==> config.mk <==
export PLATFORM = sky130hd
export DESIGN_NAME = ngs_cell
export DESIGN_NICKNAME = d
export VERILOG_FILES = /design/src/sv/ngs_pkg.sv /design/src/sv/ngs_cell.sv
export SDC_FILE = /design/constraint.sdc
export NUM_CORES = 1
export LEC_CHECK = 0
export BUFFER_PORTS_ARGS = -buffer_cell sky130_fd_sc_hd__buf_2
export CAP_MARGIN = 0
export CELL_PAD_IN_SITES_DETAIL_PLACEMENT = 2
export CELL_PAD_IN_SITES_GLOBAL_PLACEMENT = 2
export CORE_MARGIN = 2
export CORE_UTILIZATION = 26
export CTS_BUF_LIST = sky130_fd_sc_hd__clkbuf_4
export DETAILED_ROUTE_END_ITERATION = 8
export GPL_ROUTABILITY_DRIVEN = 0
export PLACE_DENSITY_LB_ADDON = 0.1
export RECOVER_POWER = 25
export SLEW_MARGIN = 15
export SYNTH_ARGS = -nofsm -noshare
export SYNTH_HDL_FRONTEND = slang
export SYNTH_SLANG_ARGS = --single-unit
==> constraint.sdc <==
create_clock -name clock -period 5.6 [get_ports clock]
set_input_delay 1.12 -clock clock [delete_from_list [all_inputs] [get_ports clock]]
set_output_delay 1.12 -clock clock [all_outputs]
set_load 0.01 [all_outputs]
==> src/sv/ngs_pkg.sv <==
package ngs_pkg;

   // Widths fixed by the transaction fields.
   localparam int KIND_W  = 2;
   localparam int VALUE_W = 32;
   localparam int POS_W   = 10;
   localparam int STAT_W  = 2;
   localparam int RES_W   = 12;

   // Cell write addresses are carried at the width of the largest store.
   localparam int ADDR_W = 16;

   // Request kinds.
   localparam logic [KIND_W-1:0] KIND_APPEND = 2'd0;
   localparam logic [KIND_W-1:0] KIND_QUERY  = 2'd1;
   localparam logic [KIND_W-1:0] KIND_CLEAR  = 2'd2;

   // Response status codes.
   localparam logic [STAT_W-1:0] STAT_OK    = 2'd0;
   localparam logic [STAT_W-1:0] STAT_FULL  = 2'd1;
   localparam logic [STAT_W-1:0] STAT_RANGE = 2'd2;

   typedef struct packed {
      logic [KIND_W-1:0]         kind;
      logic signed [VALUE_W-1:0] value;
      logic [POS_W-1:0]          position;
   } req_type;

   typedef struct packed {
      logic [STAT_W-1:0]       status;
      logic signed [RES_W-1:0] left_greater;
      logic signed [RES_W-1:0] right_greater;
   } rsp_type;

   // Control broadcast from the sequencer to every cell of the ring.
   typedef struct packed {
      logic                      shift;
      logic                      write;
      logic [ADDR_W-1:0]         addr;
      logic signed [VALUE_W-1:0] data;
   } cell_ctl_type;

endpackage

==> src/sv/ngs_cell.sv <==
module ngs_cell #(
   parameter int CELL_IDX = 0
) (
   input  logic                          clock,
   input  ngs_pkg::cell_ctl_type         ctl,
   input  logic signed [31:0]            neighbor_value,
   output logic signed [31:0]            value
);
   import ngs_pkg::*;

   logic signed [VALUE_W-1:0] value_ff;
   logic signed [VALUE_W-1:0] value_in;
   logic                      selected;

   // A write lands only in the cell whose physical slot is addressed.
   assign selected = ctl.write && (ctl.addr == ADDR_W'(CELL_IDX));

   // The ring rotates by one slot when shifting; writes happen only while it stands.
   always_comb begin
      value_in = value_ff;
      if (ctl.shift) begin
         value_in = neighbor_value;
      end else if (selected) begin
         value_in = ctl.data;
      end
   end

   always_ff @(posedge clock) begin
      value_ff <= value_in;
   end

   assign value = value_ff;

endmodule

* Word-level counts from Yosys, hierarchy flattened
Index checks and enable logic that the tools add are counted.
Storage, ports and cells: register bits after elaboration 32, input port bits 83, output and inout bits 32, logic and storage cells 6
Cells by class: mux-type cells 2, reduce and logical (&&, ||, !) cells 3
Operators by type and width (number):
- $mux W32 | 2
- $logic_not A16 Y1 | 1
- $reduce_bool A2 Y1 | 1
- $logic_and A1 B1 Y1 | 1

* Logic depth before layout (Yosys ltp)
word-level depth 4, depth in mapped cells 4, depth with buffers taken out 3

* Least setup slack after synthesis
Ideal clock, no wire load.
path type input to register, start point input ctl[36] (netlist bit), end point register value_ff[0] (netlist: value[0]) (enable), arrival 3339 ps, required time 5158 ps, setup slack 1820 ps, stages 3, path buffers 0, cell sequence nor4b_2 -> nand4_1 -> o41ai_2
On the way: longest elaborated chain between the ends 3
Ends and longest elaborated chain:
- start: declaration | line ngs_cell.sv:5 | input ngs_pkg::cell_ctl_type ctl,
- $logic_not A16 Y1 | line ngs_cell.sv:16 | assign selected = ctl.write && (ctl.addr == ADDR_W'(CELL_IDX));
- $logic_and A1 B1 Y1 | line ngs_cell.sv:16
- $reduce_bool A2 Y1 (no source line)
- end signal: assignment | line ngs_cell.sv:29 | value_ff <= value_in;
- end: declaration | line ngs_cell.sv:11 | logic signed [VALUE_W-1:0] value_ff;
No other way between the ends. A chain may end at the register's enable or synchronous reset.

* Worst setup path in the final report
start point input ctl[49] (netlist bit), end point register value_ff[5] (netlist: value[5]) (enable)
On the way: longest elaborated chain between the ends 1
Ends and longest elaborated chain:
- $reduce_bool A2 Y1 (no source line)
No other way between the ends.

==> results_dict.tcl <==
set metrics [dict create \
    grt_pass1_vias 1250 \
    tightestPinTransition_ns 0.727 \
    synth_nets 158 \
    hold_depth 2 \
    viasPerCell 4.29 \
    setup_violations 0 \
    drt_iter0_drc 29 \
    initial_core_util_pct 26.6 \
    muxShareOfSynthArea_pct 25.1 \
    max_freq_ghz 0.416 \
    grtUsageTotal_pct 13.0 \
    cts.hold.buffers_added 0 \
    finalCritPeriodShare_pct 43.0 \
    critPathArrivalTime_ns 2.39 \
    maxSlewHeadroom_pct 51.6 \
    netlist-cell-type-count 10 \
    cts_buffer_depth 2 \
    p_per_area_nw_per_um2 242 \
    htree_num_levels 2 \
    postRouteWirelength_um 3870 \
    largest_register_ffs 32 \
    rows 27 \
    vias 1137 \
    worstPathMaxFanout 33 \
    fin_ws_ns 3.19 \
    vdd_drop_max_uv 79.2 \
    core_um2 5410 \
    critPathLaunch "ctl[49]" \
    die_area_um2 6130 \
    post_cts_resized 0 \
    outcome "finished clean" \
    grt_max_degree 34 \
    start_kind "input pin" \
    cts_tree "yes" \
    grt_setup_unrepaired "false" \
    ys_warn_count 0 \
    clk_pin_slew_worst_paths_ns 0.09 \
    min_period_ns 2.41 \
    detail_route.first_pass.iterations 3 \
    avgSynthCellArea_um2 19.2 \
    holdCritStartpoint "ctl[28]" \
    post-place-ws_ns 2.80 \
    cts-buffers-inserted 5 \
    grt_first_pass_wirelength_um 6090 \
    dp.cells 258 \
    cts_sinks 32 \
    synth-seq-cells 32 \
    synth_fa_ha_area_share_pct 0 \
    grt_overflow_total 0 \
    hold_class "in -> reg" \
    nets 276 \
    critPathCaptureType "flip-flop" \
    crit_slowest_cell "buf_2" \
    syn_area_um2 1440 \
    num_io_pins 115 \
    ant_nets 0 \
    fin_cells 265 \
    synth_top_family_by_area "multiplexers" \
    cts-root-buf "clkbuf_4" \
    synth-xor-area-share_pct 0 \
    setup_tns_ns 0 \
    synth_compound_gate_area_share_pct 1.13 \
    cp.required_ns 5.58 \
    postCtsSetupBuffers 0 \
    hpwl_um 3090 \
    hold_end "value[28]" \
    diodes 0 \
    drc 0 \
    yosys.area_share.simple_pct 3.48 \
    cpPeakStageDelay_ns 0.56 \
    syn_inst 75 \
    portBuffers 114 \
    crit_chain "buf_2 -> inv_1 -> o41ai_4 -> buf_4" \
    power.total_uw 507 \
    synthToLayoutAreaGrowth_pct 45.6 \
    fp.dieW_um 78.3 \
    utilization_pct 38.7 \
    finalMaxSlewViolations 0 \
    drive_gt1_share_pct 68.4 \
    hold_violations 0 \
    maxCapViolCount 0 \
    antenna_found_initial 0 \
    power.leakage_nw 0.880 \
    die_h_um 78.3 \
    routedWlPerCell_um 14.6 \
    ys_seq_area_share_pct 66.9 \
    crit_type "in -> reg" \
]
==> worst max-delay path by stage <==
stage | end | slack (ns) | cells past startpoint
floorplan | value[0] | 1.82 | 3
global placement | value[31] | 2.85 | 4
detailed placement | value[0] | 2.80 | 4
CTS | value[9] | 3.14 | 4
global route | value[5] | 3.03 | 4
finish | value[5] | 3.19 | 4
==> synthesized netlist by cell type <==
cell | n | share of area (%)
o41ai_2 | 1 | 1.1
inv_1 | 1 | 0.26
nand4_1 | 1 | 0.44
nor4b_2 | 1 | 1.0
nor2_1 | 1 | 0.26
edfxtp_1 | 32 | 67
mux2_2 | 30 | 24
mux2_1 | 2 | 1.6
buf_6 | 4 | 3.1
nor4_2 | 2 | 1.7
==> kinds of logic (layout without fill, tap and decap cells) <==
group / Yosys count / after routing
AO/OA/AOI/OAI: 1 / 1
buffers and inverters: 5 / 123
flip-flops: 32 / 32
multiplexers: 32 / 32
AND/OR/NAND/NOR: 5 / 5
==> worst max-delay path: cells and delay by family <==
family / cells / cell delay [ns]
AOI/OAI and AO/OA: 1 / 0.08
buffers and inverters: 3 / 1.16
==> placed cells by master (no fill, tap or decap), drive strengths merged <==
cell type / synthesis / layout
buf: 4 / 91
clkbuf: 0 / 30
clkinv: 0 / 1
edfxtp: 32 / 32
inv: 1 / 1
mux2: 32 / 32
nand4: 1 / 1
nor2: 1 / 1
nor4: 2 / 2
nor4b: 1 / 1
o41ai: 1 / 1
==> report_power, final <==
part	leakage [nW]	switching [mW]	internal, mW
Clock	0.0315	0.0717	0.0510
Sequential	0.313	0.00541	0.289
Combinational	0.535	0.0422	0.0470
==> metrics by stage <==
step / cell area (µm²) / hold slack [ns]
2_1_floorplan: 1440 / 1.32
3_3_place_gp: 2070 / 1.40
3_5_place_dp: 2070 / 1.42
4_1_cts: 2120 / 1.07
5_1_grt: 2090 / 1.08
6_report: 2090 / 1.09
==> area by class of cell <==
cell class,instances,area [µm²]
Clock buffer,6,45.0
Clock inverter,1,5.00
Fill cell,602,3310
Inverter,1,3.75
Multi-Input combinational cell,38,438
Sequential cell,32,961
Tap cell,72,90.1
Timing Repair Buffer,115,548
==> per-layer routing <==
metal / vias to the layer above / global-route usage (%) / wire (µm)
met4: 0 / 4.74 / 47
met3: 5 / 4.83 / 435
li1: 531 / - / -
met2: 63 / 23.9 / 2080
met5: - / 0 / 0
met1: 538 / 13.6 / 1310
Power figures use the tool's default switching activity.
