**src/sv/ngs_pkg.sv**
```systemverilog
package ngs_pkg;

   // Widths fixed by the transaction fields.
   localparam int KIND_W  = 2;
   localparam int VALUE_W = 32;
   localparam int POS_W   = 10;
   localparam int STAT_W  = 2;
   localparam int RES_W   = 12;

   // Cell write addresses are carried at the width of the largest store.
   localparam int ADDR_W = 16;

   // Request kinds.
   localparam logic [KIND_W-1:0] KIND_APPEND = 2'd0;
   localparam logic [KIND_W-1:0] KIND_QUERY  = 2'd1;
   localparam logic [KIND_W-1:0] KIND_CLEAR  = 2'd2;

   // Response status codes.
   localparam logic [STAT_W-1:0] STAT_OK    = 2'd0;
   localparam logic [STAT_W-1:0] STAT_FULL  = 2'd1;
   localparam logic [STAT_W-1:0] STAT_RANGE = 2'd2;

   typedef struct packed {
      logic [KIND_W-1:0]         kind;
      logic signed [VALUE_W-1:0] value;
      logic [POS_W-1:0]          position;
   } req_type;

   typedef struct packed {
      logic [STAT_W-1:0]       status;
      logic signed [RES_W-1:0] left_greater;
      logic signed [RES_W-1:0] right_greater;
   } rsp_type;

   // Control broadcast from the sequencer to every cell of the ring.
   typedef struct packed {
      logic                      shift;
      logic                      write;
      logic [ADDR_W-1:0]         addr;
      logic signed [VALUE_W-1:0] data;
   } cell_ctl_type;

endpackage

```
**src/sv/ngs_ctrl.sv**
```systemverilog
module ngs_ctrl #(
   parameter int MAX_ITEMS = 1024
) (
   input  logic                  clock,
   input  logic                  reset,
   input  logic                  req_valid,
   output logic                  req_stall,
   input  ngs_pkg::req_type      req_data,
   output logic                  rsp_valid,
   input  logic                  rsp_stall,
   output ngs_pkg::rsp_type      rsp_data,
   input  logic signed [31:0]    head_value,
   output ngs_pkg::cell_ctl_type cell_ctl
);
   import ngs_pkg::*;

   localparam int IDX_W = (MAX_ITEMS > 2) ? $clog2(MAX_ITEMS) : 1;
   localparam int CNT_W = $clog2(MAX_ITEMS + 1);
   localparam int SUM_W = CNT_W + 1;
   localparam int CMP_W = (CNT_W > POS_W) ? CNT_W : POS_W;

   typedef enum logic [3:0] {
      ST_IDLE = 4'b0001,
      ST_SEEK = 4'b0010,
      ST_SCAN = 4'b0100,
      ST_DONE = 4'b1000
   } state_type;

   state_type                 state_ff, state_in;
   logic [IDX_W-1:0]          head_idx_ff, head_idx_in;
   logic [CNT_W-1:0]          count_ff, count_in;
   logic [IDX_W-1:0]          pos_ff, pos_in;
   logic signed [VALUE_W-1:0] key_ff, key_in;
   logic [CNT_W-1:0]          steps_ff, steps_in;
   logic signed [RES_W-1:0]   left_ff, left_in;
   logic signed [RES_W-1:0]   right_ff, right_in;
   logic                      found_ff, found_in;
   logic                      rsp_valid_ff, rsp_valid_in;
   rsp_type                   rsp_data_ff, rsp_data_in;

   logic                      out_free;
   logic [IDX_W-1:0]          head_next;
   logic [CNT_W-1:0]          head_plus1;
   logic [SUM_W-1:0]          wr_addr;
   logic                      head_greater;

   // The output register is free when empty or being drained this cycle.
   assign out_free  = !rsp_valid_ff || !rsp_stall;
   assign req_stall = (state_ff != ST_IDLE) || !out_free;

   // Logical index of the element at the head after one more rotation.
   assign head_next  = (head_idx_ff == IDX_W'(MAX_ITEMS - 1)) ? '0 : head_idx_ff + IDX_W'(1);
   assign head_plus1 = CNT_W'(head_idx_ff) + CNT_W'(1);

   // Physical slot of the next appended element, given the ring's rotation.
   always_comb begin
      if (count_ff >= CNT_W'(head_idx_ff)) begin
         wr_addr = SUM_W'(count_ff) - SUM_W'(head_idx_ff);
      end else begin
         wr_addr = SUM_W'(count_ff) + SUM_W'(MAX_ITEMS) - SUM_W'(head_idx_ff);
      end
   end

   assign head_greater = head_value > key_ff;

   // Sequencer: takes transactions, rotates the ring and builds responses.
   always_comb begin
      state_in     = state_ff;
      head_idx_in  = head_idx_ff;
      count_in     = count_ff;
      pos_in       = pos_ff;
      key_in       = key_ff;
      steps_in     = steps_ff;
      left_in      = left_ff;
      right_in     = right_ff;
      found_in     = found_ff;
      rsp_valid_in = rsp_valid_ff && rsp_stall;
      rsp_data_in  = rsp_data_ff;
      cell_ctl       = '0;
      cell_ctl.addr  = ADDR_W'(wr_addr);
      cell_ctl.data  = req_data.value;

      case (state_ff)
         ST_IDLE: begin
            if (req_valid && out_free) begin
               rsp_valid_in               = 1'b1;
               rsp_data_in.status         = STAT_OK;
               rsp_data_in.left_greater   = '0;
               rsp_data_in.right_greater  = '0;
               case (req_data.kind)
                  KIND_APPEND: begin
                     if (count_ff < CNT_W'(MAX_ITEMS)) begin
                        cell_ctl.write = 1'b1;
                        count_in       = count_ff + CNT_W'(1);
                     end else begin
                        rsp_data_in.status = STAT_FULL;
                     end
                  end
                  KIND_QUERY: begin
                     if (CMP_W'(req_data.position) >= CMP_W'(count_ff)) begin
                        rsp_data_in.status = STAT_RANGE;
                     end else begin
                        // The response comes after the ring has been scanned.
                        rsp_valid_in = rsp_valid_ff && rsp_stall;
                        rsp_data_in  = rsp_data_ff;
                        pos_in       = IDX_W'(req_data.position);
                        state_in     = ST_SEEK;
                     end
                  end
                  KIND_CLEAR: begin
                     count_in = '0;
                  end
                  default: begin
                  end
               endcase
            end
         end
         ST_SEEK: begin
            // Rotate until the queried element sits at the head, then latch it.
            cell_ctl.shift = 1'b1;
            head_idx_in    = head_next;
            if (head_idx_ff == pos_ff) begin
               key_in   = head_value;
               steps_in = '0;
               left_in  = '1;
               right_in = '1;
               found_in = 1'b0;
               state_in = ST_SCAN;
            end
         end
         ST_SCAN: begin
            // Every other slot passes the head once, in rising index order
            // from just after the queried position, wrapping around.
            cell_ctl.shift = 1'b1;
            head_idx_in    = head_next;
            steps_in       = steps_ff + CNT_W'(1);
            if (head_idx_ff < pos_ff) begin
               if (head_greater) begin
                  left_in = RES_W'(head_plus1);
               end
            end else if (head_idx_ff > pos_ff && CNT_W'(head_idx_ff) < count_ff) begin
               if (head_greater && !found_ff) begin
                  right_in = RES_W'(head_plus1);
                  found_in = 1'b1;
               end
            end
            if (steps_ff == CNT_W'(MAX_ITEMS - 2)) begin
               state_in = ST_DONE;
            end
         end
         ST_DONE: begin
            if (out_free) begin
               rsp_valid_in              = 1'b1;
               rsp_data_in.status        = STAT_OK;
               rsp_data_in.left_greater  = left_ff;
               rsp_data_in.right_greater = right_ff;
               state_in                  = ST_IDLE;
            end
         end
         default: begin
            state_in = ST_IDLE;
         end
      endcase
   end

   // Control registers.
   always_ff @(posedge clock) begin
      if (reset) begin
         state_ff     <= ST_IDLE;
         head_idx_ff  <= '0;
         count_ff     <= '0;
         rsp_valid_ff <= 1'b0;
      end else begin
         state_ff     <= state_in;
         head_idx_ff  <= head_idx_in;
         count_ff     <= count_in;
         rsp_valid_ff <= rsp_valid_in;
      end
   end

   // Working and response payload registers.
   always_ff @(posedge clock) begin
      pos_ff      <= pos_in;
      key_ff      <= key_in;
      steps_ff    <= steps_in;
      left_ff     <= left_in;
      right_ff    <= right_in;
      found_ff    <= found_in;
      rsp_data_ff <= rsp_data_in;
   end

   assign rsp_valid = rsp_valid_ff;
   assign rsp_data  = rsp_data_ff;

endmodule

```
**config.mk**
```make
export PLATFORM = sky130hd
export DESIGN_NAME = ngs_ctrl
export DESIGN_NICKNAME = d
export VERILOG_FILES = /design/src/sv/ngs_pkg.sv /design/src/sv/ngs_ctrl.sv
export SDC_FILE = /design/constraint.sdc
export NUM_CORES = 1
export LEC_CHECK = 0
export CAP_MARGIN = 0
export CORE_ASPECT_RATIO = 1.2
export CORE_UTILIZATION = 45
export CTS_CLUSTER_SIZE = 8
export DETAILED_ROUTE_END_ITERATION = 10
export DONT_BUFFER_PORTS = 1
export PLACE_DENSITY = 0.71
export SLEW_MARGIN = 10
export SYNTH_ARGS = -nofsm -noshare
export SYNTH_HDL_FRONTEND = slang
export SYNTH_SLANG_ARGS = --single-unit
```
**constraint.sdc**
```tcl
create_clock -name clock -period 3.8 [get_ports clock]
set_clock_uncertainty 0.05 [all_clocks]
set_input_delay 0.19 -clock clock [delete_from_list [all_inputs] [get_ports clock]]
set_output_delay 0.19 -clock clock [all_outputs]
set_load 0.02 [all_outputs]
```
Yosys cells after proc, flatten, opt, wreduce, memory -nomap -nowiden
Index checks and enable logic that the tools add are counted.

Add/sub/neg operators: 7. Multiply operators: 0. Divide/modulo/power cells: 0. Magnitude comparators: 7. Equality and inequality tests: 23. Shift-type cells: 0. Muxes and demuxes: 44. Bitwise gates (word level): 1. Reduce and logical (&&, ||, !) cells: 23.

Operators with widths (number): two-way mux 12 bit (7); two-way mux 26 bit (2); case mux 26 bit (2 select lines) (1); two-way mux 24 bit (2); case mux 12 bit (2 select lines) (2); case mux 11 bit (2 select lines) (2); greater-than comparator 32 bit (1); two-way mux 4 bit (6); adder 11 x 1 -> 11 bit (second input constant) (2); two-way mux 11 bit (2); inequality test 2 bit (second input constant) (11); case mux 4 bit (4 select lines) (1); AND reduction 4 bit (4); two-way mux 1 bit (14); adder 11 x 11 -> 12 bit (second input constant) (1); subtractor 11 x 10 -> 12 bit (1); subtractor 12 x 10 -> 12 bit (1); adder 10 x 1 -> 11 bit (second input constant) (1); == test 11 x 10 -> 1 bit (second input constant) (1); greater-or-equal comparator 10 x 11 -> 1 bit (1); greater-or-equal comparator 11 x 10 -> 1 bit (1); < comparator 10 x 11 -> 1 bit (1); < comparator 11 bit (second input constant) (1); adder 10 x 1 -> 10 bit (second input constant) (1); other kinds (27) (38).

Flip-flop bits (word level): 130. Bits in latches: 0. Memory bits (writable): 0. ROM bits: 0. Memories: 0.

Depth between registers and ports, before layout
Gate-level depths: netlist of run 1.

Depth in word-level cells: 6. Mapped depth: 12. Gate-level depth less buffers: 12.

Least setup slack after synthesis of run 1
No wires, ideal clock.

Path kind: register to register. Start: register count_ff[0]. End: register found_ff, enable pin. Setup time: 0.404 ns. Data arrival time: 3.193 ns. Data required time: 3.346 ns. Path slack: 0.153 ns. Cell stages (with the launch flop): 11. Buffers on the path: 0. Period minus slack after synthesis: 3.647 ns. Cells stage by stage: dfxtp_1 -> inv_1 -> ha_1 -> fa_1 -> nand3b_1 -> nand4b_1 -> and2_1 -> a311o_1 -> nand2_1 -> or4_1 -> o31ai_1.

Longest elaborated chain between the ends: 4.

RTL lines: from (decl) (line ngs_ctrl.sv:31) `logic [CNT_W-1:0] count_ff, count_in;`; from (signal assigned) (line ngs_ctrl.sv:176) `count_ff <= count_in;`; < comparator 10 x 11 -> 1 bit (line ngs_ctrl.sv:141) `end else if (head_idx_ff > pos_ff && CNT_W'(head_idx_ff) < count_ff) begin`; logical AND 1 bit (line ngs_ctrl.sv:141); inequality test 2 bit (no line); AND reduction 5 bit (no line); to (signal assigned) (line ngs_ctrl.sv:188) `found_ff <= found_in;`; to (decl) (line ngs_ctrl.sv:37) `logic found_ff, found_in;`.

No other way between the ends. A chain may end at the register's enable or synchronous reset.

==> impl_results.md, run 1 <==
* Status: finished, final reports clean
* 1st-iter DRT viols at 379
* Hold_sp: req_data[42]
* Final hold vios at 0
* Layout cell share with drive strength beyond 1 at 7.105%
* Delay-heaviest family, CP: compound AO/OA/AOI/OAI gates
* Die Area at around 17,000 um2
* Met1 Use GR at 24.79%
* Synth async-reset ratio at 0%
* Post-synthesis cell count at 715
* Total gr overflow at 0
* Residual DRC count at 0
* GRT Overall Usage at between 20% and 30%
* CP Launch Type: flop
* Post-synth top area cell: edfxtp_1
* Global-route wire length before repair at around 28 mm
* H-tree depth at 4
* ANT cells at 0
* Slew headroom at approximately 44%
* Reg-to-reg setup timing slack at 0.40 ns
* Row count at 51
* Die height at 144.5 um
* DRT Pass-1 Iters at 5
* Clock-pin slew on the worst setup and hold paths at 0.06 ns
* Final period util at 93.54%
* MaxCap Viol Count at 0
* # fillers at 1,409
* Clk_lat worst skew at between 0.4 and 0.5 ns
* Max frequency at between 0.2 and 0.3 GHz
* Most used DFF post-synth: edfxtp_1
* WHS at 0.04264 ns
* Crit Path Max Fanout at 17
* DP HPWL at 12.81 mm
* CTS Sinks at 130
* Gpl congestion at 0.9601
* Post-synthesis sequential area ratio at about 48%
* Vias per std cell at between 5 and 6
* Netlist cell types at ~60
* Worst hold endpoint: count_ff[1]
* Mux cell area share after synthesis at 0.2629%
* Synth Area in XOR/XNOR at 4.025%
* Worst Path Required at ~3.6 ns
* Drt wl/cell at 17.95 um
* M3 GR Usage at 4.732%
* Area growth from synthesis to layout at 15.10%
* IO Pins at 158
* Endpoint class of the critical path: primary output
* Endpoints failing setup at 0
* Worst EP arrival at 3.31 ns
* Top cell type's share of synthesized area at about two fifths
* Largest net degree at the start of global routing at 33
* CP max stage delay at 0.47 ns
* Antenna violations before repair at 0
* CP most frequent cell: a21oi_1
* Clk buf depth at 2
* Initial core utilization at ~46%
* CTS Buf Count at 17
* Reg2reg start: count_ff[0]
* PD cells at 400.1 nW/um2
* CTS tree: built
* Max-slew violations at 0
* RSZ-0062 raised after global routing: no
* Peak VDD IR at 0.2837 mV
* Core Region at 16,400 um2
* Number of synthesized flops with an enable pin at between 100 and 150
* Area fraction in compound gates after synthesis at 9.101%
* Worst path cell trace: inv_1 > ha_1 > fa_1 > a21oi_1 > o21ai_0 > and2_1 > a311o_1 > nor2_4 > nor2_1 > a21oi_1
* Flop and latch count out of synthesis at 130
* Met2 usage at a little under two fifths
* Mapped Area at approximately 7600 um2
* Hold Crit Depth at 4
* Util after Layout at 53.45%
* Hold/Removal Path Class: in -> reg
* Tightest Pin Transition at 0.8348 ns
* Final worst path period need at 3.554 ns
* Largest family of logic cells by synthesized area: adder cells
* Vias in the first global route at 5,465
* Synth warnings at 0
* Adder-cell share of the synthesized area at roughly 15%
* CP Buf/Inv Count at 1
* Die Width at around 120 um
* CTS Root Buffer Type: clkbuf_16
* Placed instance count at a little under 900
* Syn_area_per_cell at 10.65 um2
* Nets at about 900
* Vias after detailed routing at 5,265
* Post-route ant nets at 0
* Layout Cells excl Fill at approximately 970
* I/O Buffers at 0
* Post-Route WL at 17.45 mm
* Register-to-Register Path Depth at 11
* Critical path class: reg -> out
* Slowest cell on crit path: dfxtp_1
* Reg2reg end: right_ff[9]
* Worst Setup SP: head_idx_ff[4]
* Synth Area in Simple Gates at between 15 and 20%
* Setup TNS at 0 ns
* Static Leak at 3.493 nW
* Post-CTS setup buffers at 0
* Top area cells in the synthesized netlist: edfxtp_1 41%, ha_1 13%, dfxtp_1 6.8%, inv_1 4.0%, buf_4 3.5%
* GR peak layer: met2
-- worst max-delay path by stage --
stage                               to  cells past startpoint  slack [ns]
final                     cell_ctl[37]                     10        0.25
after global routing      cell_ctl[37]                     10        0.05
after CTS                 cell_ctl[38]                     10        0.08
after detailed placement   right_ff[5]                     11        0.47
after global placement     right_ff[8]                     11        0.53
after floorplan               found_ff                     10        0.15
-- tightest hold or removal path, stage by stage --
cell and delay [ns]:
nor2_1 0.03, nand2_1 0.08, a22oi_1 0.07, nor2_1 0.09
-- stage by stage --
step	total power (W)	setup WS, ns	instance area [um2]
2_1_floorplan	0.001789	0.1534	7627
3_3_place_gp	0.001769	0.5344	7667
3_5_place_dp	0.001776	0.4674	7667
4_1_cts	0.003529	0.08126	8755
5_1_grt	0.003607	0.05285	8766
6_report	0.003507	0.2456	8766
-- what timing repair did --
action                                 4_1_cts  5_1_grt
setup endpoints to repair                    0        8
resized for setup                            0        2
hold buffers                                47        0
endpoints found under the hold margin       60        0
-- power by group --
part | internal [W] | leakage (nW) | switching, W
sequential | 0.00157 | 1.22 | 0.0000489
clock | 0.00110 | 0.295 | 0.000617
combinational | 0.0000803 | 1.98 | 0.0000973
-- synthesized netlist by cell type (10+ instances only) --
master	instances
xor2_1	10
ha_1	77
nand3_1	13
or3_1	10
edfxtp_1	104
buf_4	36
and2_1	28
xnor2_1	25
o21ai_0	28
dfxtp_1	26
inv_1	82
and3_1	10
nand2_1	54
a21oi_1	38
nor2_1	50
fa_1	10
-- flip-flops by register name, indices dropped and copies added (netlist names) --
name	cells
state_ff	4
left_ff	12
head_idx_ff	10
pos_ff	10
rsp_data	26
right_ff	12
found_ff	1
rsp_valid	1
key_ff	32
steps_ff	11
count_ff	11
-- final cells by class --
cell class / instances / area (um2) / share of cell area [%]
tap: 212 / 265.3 / 3.026
inverter: 84 / 315.3 / 3.597
clock inverter: 13 / 183.9 / 2.098
multi-input combinational: 457 / 3379 / 38.55
sequential: 130 / 3643 / 41.56
clock buffer: 19 / 432.9 / 4.939
timing repair buffer: 57 / 545.5 / 6.223
-- cell families (layout without fill, tap and decap cells) --
logic type | Yosys count | after routing
AO/OA/AOI/OAI | 110 | 110
buffers and inverters | 131 | 173
adder cells (fa/ha/maj) | 87 | 87
XOR/XNOR | 35 | 35
AND/OR/NAND/NOR | 219 | 219
multiplexers | 2 | 2
other | 1 | 4
flip-flops | 130 | 130
-- cell usage in the layout, fill, tap and decap left out, types with 5 or more instances in the layout --
cell type	Yosys	layout
nor3_1	6	6
nand2b_1	5	5
xnor2_1	25	25
nand4_1	9	9
nor4_1	7	6
dlygate4sd3_1	0	47
and2_1	28	28
nand3_1	13	13
clkbuf_16	0	17
o21ai_0	28	28
dfxtp_1	26	26
or3_1	10	10
nor2b_1	7	7
a21oi_1	38	37
a21o_1	5	5
buf_4	36	10
and3_1	10	10
inv_1	82	82
edfxtp_1	104	104
nor2_1	50	50
fa_1	10	10
nand2_1	54	54
ha_1	77	77
xor2_1	10	10
-- layer usage --
layer / routed length, um / vias to the layer above
met3: 975 / 28
met5: 0 / -
met4: 320 / 0
met2: 8887 / 177
met1: 7266 / 2519
li1: - / 2541
Note: power is estimated with default switching activity, not from simulation.
==> run 2: changes to the inputs <==
--- a/config.mk
+++ b/config.mk
@@ -11,6 +11,7 @@
 export CTS_CLUSTER_SIZE = 8
 export DETAILED_ROUTE_END_ITERATION = 10
 export DONT_BUFFER_PORTS = 1
+export GPL_TIMING_DRIVEN = 0
 export PLACE_DENSITY = 0.71
 export SLEW_MARGIN = 10
 export SYNTH_ARGS = -nofsm -noshare
==> impl_results.md, run 2 (synthesis gave the netlist of run 1 again) <==
* Static Leak at 3.617 nW (was 3.493 nW)
* Most common cell after layout, fill and taps aside: edfxtp_1 (unchanged)
* Peak VDD IR at 0.3063 mV (was 0.2837 mV)
* Reg2reg start: count_ff[0] (unchanged)
* Layout cell share with drive strength beyond 1 at 11.28% (was 7.105%)
* Antenna violations before repair at 0 (unchanged)
* CP max stage delay at 0.48 ns (was 0.47 ns)
* Vias per std cell at 5.238 (was 5.417)
* Clk_lat worst skew at 0.42 ns (about the same)
* Status: finished, final reports clean (unchanged)
* Vias after detailed routing at 5,290 (was 5,265)
* Endpoints failing setup at 0 (unchanged)
* GRT Overall Usage at 19.13% (was 21.11%)
* Most frequent cells in the layout: 104 x edfxtp_1, 81 x inv_1, 77 x ha_1, 53 x nand2_1, 50 x nor2_1 (was 104 x edfxtp_1, 82 x inv_1, 77 x ha_1, 54 x nand2_1, 50 x nor2_1)
* I/O Buffers at 0 (unchanged)
* IO Pins at 158 (unchanged)
* Global-route wire length before repair at 25.32 mm (was 27.97 mm)
* Die Width at 120.8 um (unchanged)
* MaxCap Viol Count at 0 (unchanged)
* Slowest cell on crit path: dfxtp_1 (unchanged)
* Largest register FFs at 32 (unchanged)
* Pre-CTS setup slack at -0.02152 ns (was 0.4674 ns)
* CTS tree: built (unchanged)
* Clock-pin slew on the worst setup and hold paths at 0.05 ns (was 0.06 ns)
* Initial core utilization at 46.44% (unchanged)
* Worst EP arrival at 3.46 ns (was 3.31 ns)
* Setup TNS at 0 ns (unchanged)
* ANT cells at 0 (unchanged)
* Critical path class: reg -> out (unchanged)
* CTS Buf Count at 17 (unchanged)
* Post-Route WL at 16.16 mm (was 17.45 mm)
* Util after Layout at 54.64% (was 53.45%)
* CP Launch Type: flop (unchanged)
* RSZ-0062 raised after global routing: yes (was no)
* Final period util at 97.48% (was 93.54%)
* Vias in the first global route at 5,136 (was 5,465)
* DRT Pass-1 Iters at 4 (was 5)
* Die Area at 17,450 um2 (unchanged)
* Placed instance count at 932 (was 893)
* Reg-to-reg setup timing slack at 0.36 ns (was 0.40 ns)
* Worst Path Required at 3.56 ns (about the same)
* Endpoint class of the critical path: primary output (unchanged)
* Tightest Pin Transition at 1.187 ns (was 0.8348 ns)
* Total gr overflow at 0 (unchanged)
* Worst path cell trace: inv_1 > ha_1 > fa_1 > a21oi_1 > o21ai_0 > and2_1 > a311o_1 > nor2_4 > buf_2 > nand2_1 > o21ai_1 (was inv_1 > ha_1 > fa_1 > a21oi_1 > o21ai_0 > and2_1 > a311o_1 > nor2_4 > nor2_1 > a21oi_1)
* Final hold vios at 0 (unchanged)
* Worst setup path end: cell_ctl[36] (was cell_ctl[37])
* Area growth from synthesis to layout at 17.66% (was 15.10%)
* PD cells at 373.0 nW/um2 (was 400.1 nW/um2)
* Crit Path Max Fanout at 10 (was 17)
* Slew headroom at 20.14% (was 44.14%)
* H-tree depth at 4 (unchanged)
* Hold/Removal Path Class: in -> reg (unchanged)
* Setup ws final at 0.09563 ns (was 0.2456 ns)
* Drt wl/cell at 16.00 um (was 17.95 um)
* Hold Crit Depth at 2 (was 4)
* 1st-iter DRT viols at 189 (was 379)
* Post-route ant nets at 0 (unchanged)
* Max frequency at 0.2700 GHz (was 0.2813 GHz)
* CTS Sinks at 130 (unchanged)
* Gpl congestion at 0.9045 (was 0.9601)
* Die height at 144.5 um (unchanged)
* Row count at 51 (unchanged)
* Final worst path period need at 3.704 ns (was 3.554 ns)
* Residual DRC count at 0 (unchanged)
* DP HPWL at 12.16 mm (was 12.81 mm)
* Nets at 952 (was 914)
* Worst Setup SP: head_idx_ff[4] (unchanged)
* Largest net degree at the start of global routing at 33 (unchanged)
* Max-slew violations at 0 (unchanged)
* Core Region at 16,400 um2 (unchanged)
* Clk buf depth at 2 (unchanged)
* Reg with most FFs: key_ff (unchanged)
* CTS Root Buffer Type: clkbuf_16 (unchanged)
* Layout Cells excl Fill at 1,010 (was 972)
* WHS at 0.03131 ns (was 0.04264 ns)
* Reg2reg end: right_ff[9] (unchanged)
* Register-to-Register Path Depth at 11 (unchanged)
## run 2: cell types whose count changed in the layout (fill, tap and decap cells not counted), sizes merged
cell	before	now
bufinv	4	1
inv	86	85
buf	10	44
clkinv	5	8
clkbuf	19	26
dlygate4sd3	47	44
clkinvlp	2	3
## run 2: final cells by class
cell class,count,area [um2]
Buffer,47,315.3
Clock buffer,19,432.9
Clock inverter,13,112.6
Fill cell,1417,7438
Inverter,84,315.3
Multi-Input combinational cell,457,3406
Sequential cell,130,3643
Tap cell,212,265.3
Timing Repair Buffer,48,470.5
## run 2: where the power goes
part / leakage [nW] / switching [W] / internal, W
combinational: 2.14 / 0.000123 / 0.000100
sequential: 1.22 / 0.0000501 / 0.00157
clock: 0.263 / 0.000609 / 0.000895
## run 2: layer usage
layer	vias to the layer above	GRT usage, %	part of all wire [%]
li1	2618	-	-
met2	134	33.82	51
met3	21	4.890	4.4
met4	0	7.083	1.6
met5	-	0	0
met1	2517	22.30	43
## run 2: critical path: cells and delay by family (launching register included)
kind                       cells  cell delay (ns)
AOI/OAI and AO/OA              4             0.99
adders and majority gates      2             0.68
buffers and inverters          2             0.39
DFF                            1             0.48
and+or+nand+nor                3             0.51
## run 2: repair_timing
action	4_1_cts	5_1_grt
hold buffers	44	0
buffers inserted	0	2
endpoints found under the setup margin	7	19
resized for setup	2	6
pin swaps	0	1
endpoints found under the hold margin	47	0
## run 2: worst min path at each step
stage / startpoint / endpoint / slack (ns)
finish: req_valid / rsp_valid / 0.03
global route: req_valid / rsp_valid / 0.03
CTS: req_valid / rsp_valid / 0.02
detailed placement: head_value[0] / key_ff[0] / 0.24
global placement: head_value[9] / key_ff[9] / 0.24
floorplan: head_value[0] / key_ff[0] / 0.24
## run 2: through the flow
step                      total power, W  instance area, um2
after floorplan                 0.001789                7627
after global placement          0.001825                7893
after detailed placement        0.001831                7929
after CTS                       0.003364                8930
after global routing            0.003450                8961
final                           0.003343                8961
